==> config.mk <==
export PLATFORM = sky130hd
export DESIGN_NAME = lru_key_value_store
export DESIGN_NICKNAME = d
export VERILOG_FILES = /design/src/lkv_pkg.sv /design/src/lkv_table.sv /design/src/lru_key_value_store.sv
export SDC_FILE = /design/constraint.sdc
export NUM_CORES = 2
export LEC_CHECK = 0
export ABC_CLOCK_PERIOD_IN_PS = 18000
export BUFFER_PORTS_ARGS = -buffer_cell sky130_fd_sc_hd__buf_4
export CAP_MARGIN = 0
export CELL_PAD_IN_SITES_DETAIL_PLACEMENT = 0
export CELL_PAD_IN_SITES_GLOBAL_PLACEMENT = 1
export CORE_UTILIZATION = 57
export DETAILED_ROUTE_END_ITERATION = 7
export GPL_ROUTABILITY_DRIVEN = 0
export PLACE_DENSITY = 0.95
export SETUP_SLACK_MARGIN = 0.3
export SYNTH_ARGS = -nofsm -noshare
export SYNTH_HDL_FRONTEND = slang
export SYNTH_SLANG_ARGS = --single-unit
export TNS_END_PERCENT = 20
==> constraint.sdc <==
create_clock -name clk_i -period 18 [get_ports clk_i]
set_input_delay 2.7 -clock clk_i [delete_from_list [all_inputs] [get_ports clk_i]]
set_output_delay 2.7 -clock clk_i [all_outputs]
set_load 0.05 [all_outputs]
==> src/lkv_pkg.sv <==
package lkv_pkg;

  localparam int unsigned DataW = 32;
  localparam int unsigned CapW  = 5;

  // Request kinds
  localparam logic OP_LOOKUP = 1'b0;
  localparam logic OP_STORE  = 1'b1;

  // Capacity after reset and values returned on a lookup miss and on a store
  localparam logic [CapW-1:0]  CAP_RESET  = 5'd16;
  localparam logic [DataW-1:0] MISS_VALUE = 32'hFFFF_FFFF;
  localparam logic [DataW-1:0] STORE_READ = 32'h0000_0000;

  typedef struct packed {
    logic             operation;
    logic [DataW-1:0] key;
    logic [DataW-1:0] value;
  } lkv_req_t;

  typedef struct packed {
    logic             hit;
    logic [DataW-1:0] read_value;
    logic             evicted;
  } lkv_res_t;

endpackage

==> src/lkv_table.sv <==
module lkv_table #(
  parameter int unsigned MAX_ENTRIES = 16
) (
  input  logic                     clk_i,
  input  logic                     rst_ni,
  input  logic                     upd_i,
  input  lkv_pkg::lkv_req_t        req_i,
  input  logic [lkv_pkg::CapW-1:0] cap_i,
  output lkv_pkg::lkv_res_t        res_o
);

  localparam int unsigned RankW = (MAX_ENTRIES > 1) ? $clog2(MAX_ENTRIES) : 1;
  localparam int unsigned CntW  = $clog2(MAX_ENTRIES + 1);
  localparam int unsigned CmpW  = (CntW > lkv_pkg::CapW) ? CntW : lkv_pkg::CapW;

  logic [MAX_ENTRIES-1:0]        valid_q, valid_d;
  logic [RankW-1:0]              rank_q [MAX_ENTRIES];
  logic [RankW-1:0]              rank_d [MAX_ENTRIES];
  logic [lkv_pkg::DataW-1:0]     key_q  [MAX_ENTRIES];
  logic [lkv_pkg::DataW-1:0]     value_q[MAX_ENTRIES];
  logic [CntW-1:0]               count_q, count_d;

  logic [MAX_ENTRIES-1:0]        match, victim, free, slot;
  logic                          hit;
  logic [lkv_pkg::DataW-1:0]     hit_value;
  logic [RankW-1:0]              hit_rank;
  logic [RankW-1:0]              last_rank;
  logic [CntW-1:0]               count_dec;
  logic [lkv_pkg::CapW-1:0]      cap_eff;
  logic                          full;
  logic                          is_store, store_miss, evict;

  // Compare every valid key with the request key at once
  always_comb begin
    hit_value = '0;
    hit_rank  = '0;
    for (int i = 0; i < MAX_ENTRIES; i++) begin
      match[i] = valid_q[i] && (key_q[i] == req_i.key);
      if (match[i]) begin
        hit_value = hit_value | value_q[i];
        hit_rank  = hit_rank | rank_q[i];
      end
    end
    hit = |match;
  end

  // The least recent entry holds the rank fill minus one
  assign count_dec = count_q - CntW'(1);
  assign last_rank = count_dec[RankW-1:0];
  always_comb begin
    for (int i = 0; i < MAX_ENTRIES; i++) begin
      victim[i] = valid_q[i] && (rank_q[i] == last_rank);
    end
  end

  // Clamp capacity to 1 .. MAX_ENTRIES and check the fill against it
  assign cap_eff = (cap_i == '0) ? lkv_pkg::CapW'(1) : cap_i;
  assign full    = (CmpW'(count_q) >= CmpW'(cap_eff))
                || (count_q == CntW'(MAX_ENTRIES));

  assign is_store   = (req_i.operation == lkv_pkg::OP_STORE);
  assign store_miss = is_store && !hit;
  assign evict      = store_miss && full;

  // Pick the lowest free entry, counting a victim as free
  assign free = ~valid_q | (evict ? victim : '0);
  assign slot = free & (~free + MAX_ENTRIES'(1));

  // Next valid bits, ranks and fill
  always_comb begin
    valid_d = valid_q;
    count_d = count_q;
    for (int i = 0; i < MAX_ENTRIES; i++) begin
      rank_d[i] = rank_q[i];
    end
    if (hit) begin
      for (int i = 0; i < MAX_ENTRIES; i++) begin
        if (match[i]) begin
          rank_d[i] = '0;
        end else if (valid_q[i] && (rank_q[i] < hit_rank)) begin
          rank_d[i] = rank_q[i] + RankW'(1);
        end
      end
    end else if (is_store) begin
      for (int i = 0; i < MAX_ENTRIES; i++) begin
        if (slot[i]) begin
          valid_d[i] = 1'b1;
          rank_d[i]  = '0;
        end else if (evict && victim[i]) begin
          valid_d[i] = 1'b0;
          rank_d[i]  = '0;
        end else if (valid_q[i]) begin
          rank_d[i] = rank_q[i] + RankW'(1);
        end
      end
      if (!evict) begin
        count_d = count_q + CntW'(1);
      end
    end
  end

  // Control state
  always_ff @(posedge clk_i or negedge rst_ni) begin
    if (!rst_ni) begin
      valid_q <= '0;
      count_q <= '0;
      for (int i = 0; i < MAX_ENTRIES; i++) begin
        rank_q[i] <= '0;
      end
    end else if (upd_i) begin
      valid_q <= valid_d;
      count_q <= count_d;
      for (int i = 0; i < MAX_ENTRIES; i++) begin
        rank_q[i] <= rank_d[i];
      end
    end
  end

  // Keys and values: overwrite on a store hit, fill the chosen slot on a store miss
  always_ff @(posedge clk_i) begin
    for (int i = 0; i < MAX_ENTRIES; i++) begin
      if (upd_i && is_store) begin
        if (match[i]) begin
          value_q[i] <= req_i.value;
        end else if (store_miss && slot[i]) begin
          key_q[i]   <= req_i.key;
          value_q[i] <= req_i.value;
        end
      end
    end
  end

  // Result of this request
  always_comb begin
    res_o.hit     = hit;
    res_o.evicted = evict;
    if (is_store) begin
      res_o.read_value = lkv_pkg::STORE_READ;
    end else if (hit) begin
      res_o.read_value = hit_value;
    end else begin
      res_o.read_value = lkv_pkg::MISS_VALUE;
    end
  end

endmodule

==> src/lru_key_value_store.sv <==
// Fully associative key-value store with least-recently-used replacement.
// Input channel (in_valid_i / in_ready_o) carries one request per beat:
// operation_i (0 lookup, 1 store), key_i and value_i. Output channel
// (out_valid_o / out_ready_i) returns one beat per request: hit_o,
// read_value_o (value on a lookup hit, -1 on a lookup miss, 0 on a store)
// and evicted_o. Results come back in request order.
// A request waits in the input register until the output register is free;
// all key compares, the victim pick and the entry update happen in the cycle
// it moves on, and the result is registered in the output register that
// drives out_valid_o. One request per cycle is sustained while out_ready_i
// stays high, since each entry update completes before the next request.
// When the receiver stalls, the result stays in the output register and one
// more request is held in the input register; then in_ready_o drops.
// cfg_we_i writes cfg_wdata_i into the capacity register (0 acts as 1,
// values above MAX_ENTRIES act as MAX_ENTRIES); write only while idle.
// Reset empties the store at once and sets the capacity to 16.
module lru_key_value_store #(
  parameter int unsigned MAX_ENTRIES = 16
) (
  input  logic                       clk_i,
  input  logic                       rst_ni,
  input  logic                       cfg_we_i,
  input  logic [lkv_pkg::CapW-1:0]   cfg_wdata_i,
  input  logic                       in_valid_i,
  output logic                       in_ready_o,
  input  logic                       operation_i,
  input  logic signed [31:0]         key_i,
  input  logic signed [31:0]         value_i,
  output logic                       out_valid_o,
  input  logic                       out_ready_i,
  output logic                       hit_o,
  output logic signed [31:0]         read_value_o,
  output logic                       evicted_o
);

  logic                       in_valid_q;
  lkv_pkg::lkv_req_t          req_q;
  logic                       out_valid_q;
  lkv_pkg::lkv_res_t          res_q, res_d;
  logic [lkv_pkg::CapW-1:0]   cap_q;
  logic                       adv;

  // Move the held request into the output register when it is free
  assign adv        = in_valid_q && (!out_valid_q || out_ready_i);
  assign in_ready_o = !in_valid_q || adv;

  // Capacity register
  always_ff @(posedge clk_i or negedge rst_ni) begin
    if (!rst_ni) begin
      cap_q <= lkv_pkg::CAP_RESET;
    end else if (cfg_we_i) begin
      cap_q <= cfg_wdata_i;
    end
  end

  // Handshake state
  always_ff @(posedge clk_i or negedge rst_ni) begin
    if (!rst_ni) begin
      in_valid_q  <= 1'b0;
      out_valid_q <= 1'b0;
    end else begin
      if (in_ready_o) begin
        in_valid_q <= in_valid_i;
      end
      if (adv) begin
        out_valid_q <= 1'b1;
      end else if (out_ready_i) begin
        out_valid_q <= 1'b0;
      end
    end
  end

  // Payload registers
  always_ff @(posedge clk_i) begin
    if (in_valid_i && in_ready_o) begin
      req_q.operation <= operation_i;
      req_q.key       <= key_i;
      req_q.value     <= value_i;
    end
    if (adv) begin
      res_q <= res_d;
    end
  end

  lkv_table #(
    .MAX_ENTRIES(MAX_ENTRIES)
  ) u_table (
    .clk_i (clk_i),
    .rst_ni(rst_ni),
    .upd_i (adv),
    .req_i (req_q),
    .cap_i (cap_q),
    .res_o (res_d)
  );

  assign out_valid_o  = out_valid_q;
  assign hit_o        = res_q.hit;
  assign read_value_o = res_q.read_value;
  assign evicted_o    = res_q.evicted;

endmodule
# --- After elaboration in Yosys (flattened, before gate mapping) ---
# Memories as Yosys holds them, arrays and structs flattened.
# Cells that the tools add are included.
word_totals:
  in_bits: 75
  out_inout_bits: 36
  register_bits: 191
  ram_bits: 1024
  n_memories: 2
  elab_cells: 680
classes:
  add_sub_neg: 19
  n_eq_ne: 49
  order_cmp: 17
  n_reduce_logical: 175
  mux: 324
  n_bitwise: 52
memory_table:
  columns: ["name", "depth", "width", "rd", "rd_ports_with_merged_regs", "wr", "line", "text"]
  rows:
  - ["u_table.key_q", 16, 32, 16, 0, 1, "lkv_table.sv:19", "logic [lkv_pkg::DataW-1:0] key_q [MAX_ENTRIES];"]
  - ["u_table.value_q", 16, 32, 16, 0, 16, "lkv_table.sv:20", "logic [lkv_pkg::DataW-1:0] value_q[MAX_ENTRIES];"]
op_table:
  columns: ["cell", "n"]
  rows:
  - ["2-to-1 mux 32 bit", 48]
  - ["equality test 32 bit", 16]
  - ["bitwise OR 32 bit", 15]
  - ["OR reduction 32 bit", 15]
  - ["2-to-1 mux 4 bit", 111]
  - ["2-to-1 mux 1 bit", 161]
  - ["AND reduction 4 bit", 33]
  - ["2-to-1 mux 64 bit", 2]
  - ["logical AND 1 bit", 85]
  - ["adder 4 x 1 -> 4 bit (second input constant)", 16]
  - ["equality test 4 bit", 16]
  - ["less-than comparator 4 bit", 16]
  - ["nonzero test 4 bit", 16]
  - ["bitwise OR 4 bit", 15]
  - ["!= test 3 x 2 -> 1 bit (second input constant)", 16]
  - ["nonzero test 2 bit", 18]
  - ["inverter 16 bit", 2]
  - ["adder 16 x 1 -> 16 bit (second input constant)", 1]
  - ["AND 16 bit", 1]
  - ["2-to-1 mux 16 bit", 1]
  - ["bitwise OR 1 bit", 16]
  - ["bitwise OR 16 bit", 1]
  - ["OR reduction 16 bit", 1]
  - ["adder 5 x 1 -> 5 bit (second input constant)", 1]
  - ["8 further kinds", 13]

# --- Logic depth before layout (Yosys ltp) ---
depth:
  word_depth: 38
  mapped_depth: 20
  depth_no_buf: 16

# --- Hierarchy ---
# A second synthesis with hierarchy kept.
unflattened:
  cells_unflattened: 3674
  area_unflattened_um2: 53626.4
modules_own_cells:
  columns: ["module", "seq_area_each_um2", "instances", "cells_per_inst", "area_each_um2"]
  rows:
  - ["lkv_table", 32876.5, 1, 3557, 50382.1]
  - ["lru_key_value_store", 3149.3, 1, 117, 3244.4]

# --- Worst setup path after synthesis ---
# No wires, ideal clock.
synth_timing:
  path_type: "input to register"
  from: "input port out_ready_i"
  to: "memory u_table.value_q[1][32] (netlist name) (enable)"
  n_path_buf: 0
  arrival_time_ns: 8.171
  setup_time_ns: 0.388
  stages: 7
  setup_slack_ns: 9.441
  required_ns: 17.612
  path_cell_list: "nand2b_1 > and2_0 > nand2_1 > nor2_1 > nand2_1 > a211oi_1 > a21o_1"
synth_rtl:
  columns: ["element", "line", "text"]
  rows:
  - ["start: declaration", "lru_key_value_store.sv:30", "input logic out_ready_i,"]
  - ["end: declaration", "lkv_table.sv:20", null]

==> metrics.md <==
| Metric | Value |
|---|---|
| Status | finished with violations |
| Failing checks | design-rule violations |
| Leakage power | between 15 and 20 nW |
| Syn_nets | 3787 |
| Achievable frequency | 143 MHz |
| Final Hold Viols | 0 |
| Post-Route WL | between 100000 and 150000 µm |
| Post-Syn Area | 0.0528 mm² |
| R2R cell count | 16 |
| Max clock buf depth | 3 |
| YS warnings | 0 |
| Dpl cell area | 0.0553 mm² |
| Unrepaired setup endpoints after global routing | false |
| Antenna violations before repair | 4 |
| Core area | around 0.092 mm² |
| Pre-CTS WS | roughly 11 ns |
| Largest net degree at the start of global routing | 66 |
| Design area | 0.0591 mm² |
| Post-CTS Setup Bufs | 0 |
| CTS tree | done |
| Crit-path max FO | 34 |
| Final WS setup | 10.99 ns |
| Setup TNS | 0 ns |
| CP Data Required Time | 18.32 ns |
| First-pass GRT wire length | 217000 µm |
| Critical R2R Capture | u_table.value_q[1][217]$_DFFE_PP_ |
| Fraction of layout instances using a drive strength above 1 | 0.115 |
| Filler cell count | 6123 |
| GR Overflow Total | 0 |
| Mean routed wirelength per cell | 29.4 µm |
| Final slew viol count | 0 |
| DP HPWL | 86300 µm |
| Area of the multi-input gates | roughly 0.016 mm² |
| Yosys top cell by area | edfxtp_1 |
| Number of enable flip-flop cells after synthesis | 1123 |
| Setup CP Type | flip-flop to flip-flop |
| CTS sink cnt | between 1k and 1.5k |
| Inserted Clock Buffers | 117 |
| Headroom to the max-slew limit | 0.166 |
| Die ar. | 0.0938 mm² |
| DR iter-0 viols | 5557 |
| Synth top area share | 0.639 |
| Vias per cell | 6.83 |
| Initial Util | 0.576 |
| Origin of the worst setup path | req_q[60]$_DFFE_PP_ |
| Vias in the first global route | roughly 34k |
| Final setup violation count | 0 |
| Worst skew pair latency | 0.73 ns |
| Reg-to-Reg Start | req_q[60]$_DFFE_PP_ |
| Hold Crit Class | flip-flop to flip-flop |
| Area Growth Syn to Fin | 12.1% |
| Die Wd | about 310 µm |
| Register area | 0.0360 mm² |
| Worst R2R Setup Slack | 10.99 ns |
| Num rows | 111 |
| Post-CTS Hold Fix Bufs | 0 |
| Actual slew at the worst max-slew pin | about 1.2 ns |
| Post-CTS sizing | 0 |
| GRT Resource Usage Total | 0.315 |
| Tcrit/Tclk final | 0.390 |
| # Max-Cap Violations | 0 |
| Pre-antenna DRT Iters | 8 |
| Skew final | approximately 0.054 ns |
| Final nets | 3949 |
| Syn_area_per_cell | 14.5 µm² |
| Most used DFF post-synth | edfxtp_1 |
| IO Count | 111 |
| Worst vdd ir | 0.0930 mV |
| Area contributors post-synth | edfxtp_1 64%, xnor2_1 7.0%, dfrtp_1 4.3%, xor2_1 2.1%, nand4_1 2.1% |
| Minimum clock period | 7.01 ns |
| CTS Root Cell | clkbuf_16 |
| Startpoint types | flip-flop |
| Setup crit end kind | flip-flop |
| Worst EP arrival | 7.34 ns |
| Post-synthesis sequential area ratio | 0.682 |
| Synth cell types | 86 |
| Post-DRT Antenna Nets | 0 |
| PwrDens | 117 mW/mm² |
| Residual DRC | 12 |
| Clock-pin slew on the worst setup and hold paths | 0.06 ns |
| # port buffers | 110 |
| Async SR Flop Fraction | 0.0757 |
| Cell count after synthesis | between 3k and 4k |
| Synth Register Bits | around 1.2k |
| Die H | 306 µm |
| Via total after detailed routing | 34.8k |
| Hold depth | 1 |
| H-tree depth reported by CTS | 3 |
| CP endpoint | u_table.value_q[1][217]$_DFFE_PP_ |
[stage by stage]
step	hold WS, ns	instances	utilization	power (W)
finish	0.516	5091	0.645	0.00693
global route	0.528	5090	0.645	0.00712
CTS	0.516	5089	0.645	0.00690
detailed placement	0.504	4869	0.603	0.00445
global placement	0.499	4869	0.603	0.00443
floorplan	0.464	3640	-	0.00411
[layout make-up]
| class | instances | area share |
|---|---|---|
| inverter | 98 | 0.00626 |
| clock buffer | 138 | 0.0508 |
| timing repair buffer | 204 | 0.0259 |
| sequential | 1215 | 0.609 |
| clock inverter | 82 | 0.0150 |
| tap | 1186 | 0.0251 |
| multi-input combinational | 2166 | 0.268 |
| antenna | 2 | 0.0000846 |
[cells in the mapped netlist (10+ instances only)]
cell type     n
nand2b_1     82
o31ai_1      10
buf_2        37
nand3_1     120
ha_1         72
nor4b_1      13
nand2_1     136
o22ai_1      11
nor2_1      103
o21ai_0      87
a21oi_1      48
buf_4        34
dfrtp_1      91
a221oi_1     98
inv_1        95
xnor2_1     423
or2_2        12
o2111ai_1    14
nand4_1     175
nor3_1       54
a31oi_1      10
a22oi_1      88
and4_1       17
a211oi_1     10
xor2_1      128
nor4_1       70
o211ai_1     23
a41oi_1      17
nor2b_1      17
and3_1       48
clkbuf_1     80
a22o_1      100
edfxtp_1   1123
a21o_1       24
or4_1        20
[how the worst min path moves through the flow]
| stage | from | endpoint |
|---|---|---|
| 2_1_floorplan | in_valid_q$_DFFE_PN0N_ | out_valid_o$_DFFE_PN0P_ |
| 3_3_place_gp | u_table.count_q[4]$_DFFE_PN0P_ | u_table.count_q[4]$_DFFE_PN0P_ |
| 3_5_place_dp | u_table.count_q[4]$_DFFE_PN0P_ | u_table.count_q[4]$_DFFE_PN0P_ |
| 4_1_cts | u_table.count_q[4]$_DFFE_PN0P_ | u_table.count_q[4]$_DFFE_PN0P_ |
| 5_1_grt | u_table.count_q[4]$_DFFE_PN0P_ | u_table.count_q[4]$_DFFE_PN0P_ |
| 6_report | u_table.count_q[4]$_DFFE_PN0P_ | u_table.count_q[4]$_DFFE_PN0P_ |
[routing by layer]
layer / vias to the layer above / GRT usage / share of wire
met1: 17100 / 0.427 / 0.37
li1: 14500 / - / -
met4: 4 / 0.156 / 0.048
met5: - / 0 / 0.00015
met3: 489 / 0.0660 / 0.13
met2: 2762 / 0.486 / 0.46
[state kept, by name, summed over array words and instances, names as in the netlist]
register,count
u_table.valid_q,16
u_table.value_q,512
u_table.rank_q,64
read_value_o,32
evicted_o,1
hit_o,1
in_valid_q,1
u_table.count_q,5
cap_q,5
u_table.key_q,512
out_valid_o,1
req_q,65
[worst max-delay path: stages (launching register included)]
cell	delay (ns)
edfxtp_1	0.89
buf_4	0.52
xnor2_1	0.20
nand4_1	0.14
nor4_1	0.66
and4_1	0.27
buf_4	0.49
nor4_1	0.09
nand4_1	0.20
or3_1	0.53
buf_4	0.29
o211ai_1	0.17
nor2_1	0.28
nand2_1	0.21
a211oi_4	0.21
buf_4	0.47
a21o_2	0.92
[cells by family after synthesis]
group | count (synthesis) | synth area share
AND/OR/NAND/NOR | 924 | 0.0981
multiplexers | 8 | 0.00156
adder cells (fa/ha/maj) | 72 | 0.0171
XOR/XNOR | 552 | 0.0917
flip-flops | 1215 | 0.682
AO/OA/AOI/OAI | 610 | 0.0869
buffers and inverters | 259 | 0.0222
[cells in the final DEF, fill, tap and decap left out, types with 86 or more instances in the layout]
cell,netlist,final
xnor2_1,423,423
nor2_1,103,101
inv_1,95,95
o21ai_0,87,86
nand2_1,136,134
clkbuf_16,0,117
dfrtp_1,91,91
a22o_1,100,100
edfxtp_1,1123,1123
buf_4,34,204
a221oi_1,98,98
nand3_1,120,120
xor2_1,128,127
a22oi_1,88,88
nand4_1,175,175
[power by group]
part | switching [W] | internal (W) | total, W
clock | 0.00108 | 0.00142 | 0.00249
combinational | 0.000675 | 0.000346 | 0.00102
sequential | 0.000152 | 0.00327 | 0.00342
No activity file was read; power rests on OpenSTA's default activity.
